## config.mk

```make
export PLATFORM = sky130hd
export DESIGN_NAME = sap_ctrl
export DESIGN_NICKNAME = d
export VERILOG_FILES = /design/src/hw/rtl/sap_pkg.sv /design/src/hw/rtl/sap_ctrl.sv
export SDC_FILE = /design/constraint.sdc
export NUM_CORES = 1
export LEC_CHECK = 0
export ABC_AREA = 1
export BUFFER_PORTS_ARGS = -buffer_cell sky130_fd_sc_hd__buf_2
export CAP_MARGIN = 20
export CORE_AREA = 2 2 75 77
export CTS_CLUSTER_SIZE = 14
export DETAILED_ROUTE_END_ITERATION = 8
export DIE_AREA = 0 0 77 79
export GPL_TIMING_DRIVEN = 0
export PLACE_DENSITY = 0.69
export SETUP_SLACK_MARGIN = 0.5
export SLEW_MARGIN = 20
export SYNTH_ARGS = -nofsm -noshare
export SYNTH_HDL_FRONTEND = slang
export SYNTH_SLANG_ARGS = --single-unit
```

## constraint.sdc

```tcl
create_clock -name clk -period 2.6 [get_ports clk]
set_clock_uncertainty 0.05 [all_clocks]
set_input_delay 0.26 -clock clk [delete_from_list [all_inputs] [get_ports clk]]
set_output_delay 0.26 -clock clk [all_outputs]
set_load 0.05 [all_outputs]
```

## src/hw/rtl/sap_pkg.sv

```systemverilog
// Shared types and constants of the shelf atlas packer.
// No dependencies; used by every module of the block.
package sap_pkg;

  localparam int DIM_BITS = 15;
  localparam int SIZE_BITS = 16;
  // Command index and count fields cover block counts up to 64
  localparam int CMD_IDX_BITS = 6;
  localparam int CMD_CNT_BITS = 7;
  localparam logic [SIZE_BITS-1:0] MAXDIM_CAP = 16'd32768;
  localparam logic [SIZE_BITS-1:0] MAXDIM_RESET = 16'd16384;

  typedef struct packed {
    logic [DIM_BITS-1:0] block_width;
    logic [DIM_BITS-1:0] block_height;
    logic                last_block;
  } in_item_t;

  typedef struct packed {
    logic [DIM_BITS-1:0]  offset_x;
    logic [DIM_BITS-1:0]  offset_y;
    logic                 placed;
    logic [SIZE_BITS-1:0] atlas_width;
    logic [SIZE_BITS-1:0] atlas_height;
    logic                 last_result;
  } out_item_t;

  typedef enum logic [3:0] {
    OP_NONE,
    OP_LOAD,
    OP_KEY,
    OP_RANK,
    OP_PLACE,
    OP_SQ_INIT,
    OP_SQ_STEP,
    OP_SQ_FIN,
    OP_TGT_SQRT,
    OP_TINIT,
    OP_PREAD,
    OP_PSTEP,
    OP_EVAL1,
    OP_EVAL2,
    OP_PREFIX,
    OP_TGT_PREFIX
  } dp_op_t;

  typedef struct packed {
    dp_op_t                  op;
    logic [CMD_IDX_BITS-1:0] idx;
    logic [CMD_IDX_BITS-1:0] bit_sel;
    logic                    close;
    logic                    emit;
    logic                    last;
  } dp_cmd_t;

  typedef struct packed {
    logic [CMD_CNT_BITS-1:0] nonempty;
  } dp_stat_t;

endpackage

```

## src/hw/rtl/sap_ctrl.sv

```systemverilog
// Sequencer of the shelf atlas packer: load, rank sort, square root,
// packing passes and emission. Depends on sap_pkg.
module sap_ctrl #(
  parameter int MAX_BLOCKS = 16
) (
  input  logic              clk,
  input  logic              rst_n,
  input  logic              start,
  input  logic              last_block,
  output logic              busy,
  output sap_pkg::dp_cmd_t  cmd,
  input  sap_pkg::dp_stat_t stat
);

  localparam int CW = $clog2(MAX_BLOCKS + 1);
  localparam int AB = 2 * sap_pkg::DIM_BITS + CW;
  localparam int RB = (AB + 1) / 2;
  localparam int BW = $clog2(RB + 1);

  typedef enum logic [3:0] {
    S_LOAD, S_KEY, S_RANK, S_PLACE, S_SQ_INIT, S_SQ_STEP, S_SQ_FIN, S_TGT_S,
    S_TINIT, S_PREAD, S_PSTEP, S_EVAL1, S_EVAL2, S_PREFIX, S_TGT_P, S_EMIT
  } state_t;

  state_t          state_r, state_nxt;
  logic [CW-1:0]   cnt_r, cnt_nxt;
  logic [CW-1:0]   total_r, total_nxt;
  logic [CW-1:0]   a_r, a_nxt;
  logic [CW-1:0]   b_r, b_nxt;
  logic [CW-1:0]   c_r, c_nxt;
  logic [BW-1:0]   bit_r, bit_nxt;
  logic            busy_r;
  logic [CW-1:0]   n_cnt;
  logic            accept;
  logic            close;

  assign n_cnt  = stat.nonempty[CW-1:0];
  assign accept = start && !busy_r;
  assign close  = last_block || (cnt_r == CW'(MAX_BLOCKS - 1));
  assign busy   = busy_r;

  // Drive datapath command from state and counters
  always_comb begin
    cmd = '0;
    cmd.op = sap_pkg::OP_NONE;
    unique case (state_r)
      S_LOAD: begin
        cmd.op = sap_pkg::OP_LOAD;
        cmd.idx = sap_pkg::CMD_IDX_BITS'(cnt_r);
        cmd.close = close;
      end
      S_KEY: begin
        cmd.op = sap_pkg::OP_KEY;
        cmd.idx = sap_pkg::CMD_IDX_BITS'(a_r);
      end
      S_RANK: begin
        cmd.op = sap_pkg::OP_RANK;
        cmd.idx = sap_pkg::CMD_IDX_BITS'(b_r);
      end
      S_PLACE:   cmd.op = sap_pkg::OP_PLACE;
      S_SQ_INIT: cmd.op = sap_pkg::OP_SQ_INIT;
      S_SQ_STEP: begin
        cmd.op = sap_pkg::OP_SQ_STEP;
        cmd.bit_sel = sap_pkg::CMD_IDX_BITS'(bit_r);
      end
      S_SQ_FIN:  cmd.op = sap_pkg::OP_SQ_FIN;
      S_TGT_S:   cmd.op = sap_pkg::OP_TGT_SQRT;
      S_TINIT:   cmd.op = sap_pkg::OP_TINIT;
      S_PREAD: begin
        cmd.op = sap_pkg::OP_PREAD;
        cmd.idx = sap_pkg::CMD_IDX_BITS'(b_r);
      end
      S_PSTEP:   cmd.op = sap_pkg::OP_PSTEP;
      S_EVAL1:   cmd.op = sap_pkg::OP_EVAL1;
      S_EVAL2:   cmd.op = sap_pkg::OP_EVAL2;
      S_PREFIX: begin
        cmd.op = sap_pkg::OP_PREFIX;
        cmd.idx = sap_pkg::CMD_IDX_BITS'(c_r);
      end
      S_TGT_P:   cmd.op = sap_pkg::OP_TGT_PREFIX;
      S_EMIT: begin
        cmd.op = sap_pkg::OP_NONE;
        cmd.emit = 1'b1;
        cmd.idx = sap_pkg::CMD_IDX_BITS'(a_r);
        cmd.last = (a_r == total_r - 1'b1);
      end
      default: cmd.op = sap_pkg::OP_NONE;
    endcase
  end

  // Advance the sequence
  always_comb begin
    state_nxt = state_r;
    cnt_nxt   = cnt_r;
    total_nxt = total_r;
    a_nxt     = a_r;
    b_nxt     = b_r;
    c_nxt     = c_r;
    bit_nxt   = bit_r;
    unique case (state_r)
      S_LOAD: begin
        if (accept) begin
          cnt_nxt = cnt_r + 1'b1;
          if (close) begin
            total_nxt = cnt_r + 1'b1;
            a_nxt = '0;
            state_nxt = S_KEY;
          end
        end
      end
      S_KEY: begin
        b_nxt = '0;
        state_nxt = S_RANK;
      end
      S_RANK: begin
        if (b_r == total_r - 1'b1) state_nxt = S_PLACE;
        else b_nxt = b_r + 1'b1;
      end
      S_PLACE: begin
        if (a_r == total_r - 1'b1) begin
          state_nxt = S_SQ_INIT;
        end else begin
          a_nxt = a_r + 1'b1;
          state_nxt = S_KEY;
        end
      end
      S_SQ_INIT: begin
        bit_nxt = BW'(RB);
        state_nxt = S_SQ_STEP;
      end
      S_SQ_STEP: begin
        if (bit_r == '0) state_nxt = S_SQ_FIN;
        else bit_nxt = bit_r - 1'b1;
      end
      S_SQ_FIN: state_nxt = S_TGT_S;
      S_TGT_S: begin
        c_nxt = '0;
        state_nxt = S_TINIT;
      end
      S_TINIT: begin
        b_nxt = '0;
        state_nxt = (n_cnt == '0) ? S_EVAL1 : S_PREAD;
      end
      S_PREAD: state_nxt = S_PSTEP;
      S_PSTEP: begin
        if (b_r == n_cnt - 1'b1) begin
          state_nxt = S_EVAL1;
        end else begin
          b_nxt = b_r + 1'b1;
          state_nxt = S_PREAD;
        end
      end
      S_EVAL1: state_nxt = S_EVAL2;
      S_EVAL2: begin
        if (c_r == n_cnt) begin
          a_nxt = '0;
          state_nxt = S_EMIT;
        end else begin
          state_nxt = S_PREFIX;
        end
      end
      S_PREFIX: state_nxt = S_TGT_P;
      S_TGT_P: begin
        c_nxt = c_r + 1'b1;
        state_nxt = S_TINIT;
      end
      S_EMIT: begin
        if (a_r == total_r - 1'b1) begin
          cnt_nxt = '0;
          state_nxt = S_LOAD;
        end else begin
          a_nxt = a_r + 1'b1;
        end
      end
      default: state_nxt = S_LOAD;
    endcase
  end

  // Hold state, counters and busy
  always_ff @(posedge clk) begin
    if (!rst_n) begin
      state_r <= S_LOAD;
      cnt_r   <= '0;
      total_r <= '0;
      a_r     <= '0;
      b_r     <= '0;
      c_r     <= '0;
      bit_r   <= '0;
      busy_r  <= 1'b0;
    end else begin
      state_r <= state_nxt;
      cnt_r   <= cnt_nxt;
      total_r <= total_nxt;
      a_r     <= a_nxt;
      b_r     <= b_nxt;
      c_r     <= c_nxt;
      bit_r   <= bit_nxt;
      busy_r  <= (state_nxt != S_LOAD);
    end
  end

endmodule

```

==> reports/metrics.csv <==
metric,value,unit
Starting Density,0.484,
initial DRC count,195,
syn_area_per_cell,6.29,µm²
Vias,2734,
htree depth,2,
NetSw,559,µW
switching part of the total,0.372,
Clock Tree Root,clkbuf_8,
Max IR drop VDD,369,µV
Placer Congestion,0.887,
RSZ-0062 raised after global routing,true,
post-synthesis sequential area ratio,0.271,
Worst EP required,2.29,ns
DRT antenna net count,0,
leakage power,1.43,nW
setup tns final,0,ns
Final #Nets,471,
crit path kind,reg -> out,
row count,27,
Max clock buf depth,2,
drt wl/cell,13.0,µm
Layout area overhead,19.1,%
post-synth cell types,38,
vias in the first global route,2372,
Fillers,556,
Fmax,0.477,GHz
Pins Over Slew Limit,0,
Core ar.,5340,µm²
minimum clock period,2.10,ns
status,finished clean,
final setup fails,0,
# port buffers,26,
Num CTS Buffers,5,
DP Wirelength,5.20,mm
Synth Instances,411,
Die ar.,6080,µm²
DRC violations left,0,
Worst-Margin Slew,0.589,ns
Die Y,79,µm
Yosys warning total,0,
"flops & latches, synth",35,
Routed Wire Length,6.83,mm
Internal,944,µW
Total GRT Usage,0.228,
share of layout cells above drive strength 1,0.212,
initial antenna violation count,0,
Max Fanout on Critical Path,4,
Clock Power Share,0.290,
first-pass GRT wire length,11.1,mm
final hold viol count,0,
sequential share of power,0.404,
DRT Pass-1 Iters,5,
"Clk pin slew, worst setup/hold paths",0.08,ns
vias per cell,5.21,
worst r2r path cells,11,
max_cap viols,0,
Hold Path Class,in -> reg,
clk_lat worst skew,0.29,ns
Worst EP arrival,1.79,ns
part of the power in combinational logic,0.306,
clock sinks,35,
CP Launch Type,register,
Final Power,1.50,mW
CTS tree,done,
period utilisation layout,0.806,
pwr dens,489,nW/µm²
grt total ovfl,0,
critical path capture point type,output pin,
io pins,31,
Die Wd,77,µm
ant diodes,0,
multi-input logic area,1670,µm²
Storage cell area,714,µm²
hold-critical path depth,3,
Slew headroom,0.608,
largest net degree at the start of global routing,13,
Hold Buf Count CTS,0,
Post-Syn Area,2580,µm²
[layout by cell type, fill, tap and decap left out, types with 2 or more instances in the layout]
cell type and count:
nand2_1 100, inv_1 53, nor2_1 45, nand3_1 31
a21oi_1 29, dfxtp_1 28, buf_2 22, xor2_1 15
o21ai_0 14, buf_4 13, nand4_1 8, inv_2 6
nand2_2 6, nor2_2 6, ha_1 6, clkbuf_8 6
nand3_2 5, dfxtp_2 5, inv_4 4, nor2_4 4
nor3_1 4, buf_6 3, o211ai_1 3, a22oi_1 3
clkbuf_1 3, xnor2_1 3, nand2_4 2, a22oi_2 2
a31oi_1 2, conb_1 2, dfxtp_4 2
[power groups by stage]
stage                     combinational (mW)  sequential [mW]  clock, mW
after global placement                 0.411            0.612          0
after detailed placement               0.419            0.613          0
after CTS                              0.434            0.601      0.441
final                                  0.459            0.607      0.437
after global routing                   0.509            0.611      0.466
after floorplan                        0.325            0.609          0
[sequential cells by signal, summed over array words and instances, names as in the netlist]
| name | flops |
|---|---|
| b_r | 5 |
| busy | 1 |
| a_r | 5 |
| cnt_r | 5 |
| bit_r | 5 |
| state_r | 4 |
| c_r | 5 |
| total_r | 5 |
[layout make-up]
| class | count | area share |
|---|---|---|
| tap | 72 | 0.0293 |
| clock inverter | 2 | 0.00528 |
| timing repair buffer | 33 | 0.0667 |
| multi-input combinational | 305 | 0.543 |
| inverter | 64 | 0.0817 |
| sequential | 35 | 0.232 |
| clock buffer | 6 | 0.0268 |
| buffer | 8 | 0.0154 |
[cells by family after synthesis]
| kind of cell | synth area share |
|---|---|
| buf+inv | 0.112 |
| compound gates | 0.140 |
| simple gates | 0.375 |
| fa+ha+maj | 0.0387 |
| flops | 0.271 |
| xor+xnor | 0.0610 |
| other cells | 0.00145 |
[through the flow]
step	area [µm²]	cells	hold WS, ns	setup slack [ns]	utilization
finish	3080	525	0.269	0.504	0.577
detailed placement	2810	510	0.427	0.407	0.527
global route	3080	525	0.305	0.407	0.577
floorplan	2590	412	0.392	0.517	-
CTS	2960	519	0.269	0.477	0.555
global placement	2810	510	0.421	0.428	0.527
[final timing paths]
| check | start | endpoint | slack, ns |
|---|---|---|---|
| worst min register to register | cnt_r[0]$_SDFFE_PN0P_ | total_r[0]$_SDFFE_PN0P_ | 0.42 |
| worst max-delay path | total_r[0]$_SDFFE_PN0P_ | cmd[0] | 0.50 |
| worst min-delay path | rst_n | b_r[4]$_SDFFE_PN0P_ | 0.27 |
| worst max register to register | total_r[0]$_SDFFE_PN0P_ | busy$_SDFF_PN0_ | 0.62 |
[layer usage]
metal | up-vias | share of wire | track usage
li1 | 1406 | - | -
met1 | 1251 | 0.49 | 0.316
met2 | 68 | 0.45 | 0.377
met5 | - | 0 | 0
met3 | 9 | 0.051 | 0.0364
met4 | 0 | 0.012 | 0.0518
[critical path, cell delays in order, from the launching register on]
cell	delay, ns
dfxtp_4	0.38
inv_4	0.05
ha_4	0.27
xor2_1	0.14
nand2_1	0.08
nor2_2	0.15
nand3_2	0.13
nor2_4	0.12
buf_6	0.16
[Yosys cell counts, drive strengths merged]
cell type | n | area [µm²]
nand2 | 108 | 425
inv | 63 | 241
nor2 | 55 | 239
nand3 | 36 | 205
dfxtp | 35 | 701
a21oi | 29 | 145
o21ai | 17 | 88.8
xor2 | 15 | 131
ha | 8 | 100
nand4 | 8 | 50.1
a22oi | 5 | 37.5
buf | 5 | 32.5
nor3 | 5 | 36.3
clkbuf | 3 | 11.3
o211ai | 3 | 22.5
xnor2 | 3 | 26.3
a31oi | 2 | 12.5
o22ai | 2 | 12.5
a221o | 1 | 10.0
a221oi | 1 | 8.76
a41oi | 1 | 8.76
clkinv | 1 | 5.00
conb | 1 | 3.75
nand3b | 1 | 7.51
o2111ai | 1 | 8.76
o21a | 1 | 7.51
or2 | 1 | 6.26
[timing repair]
action / 4_1_cts / 5_1_grt
pin swaps: 2 / 5
endpoints found under the setup margin: 12 / 13
gates resized for setup: 15 / 22
setup buffers: 1 / 6
(Power assumes the default switching activity.)
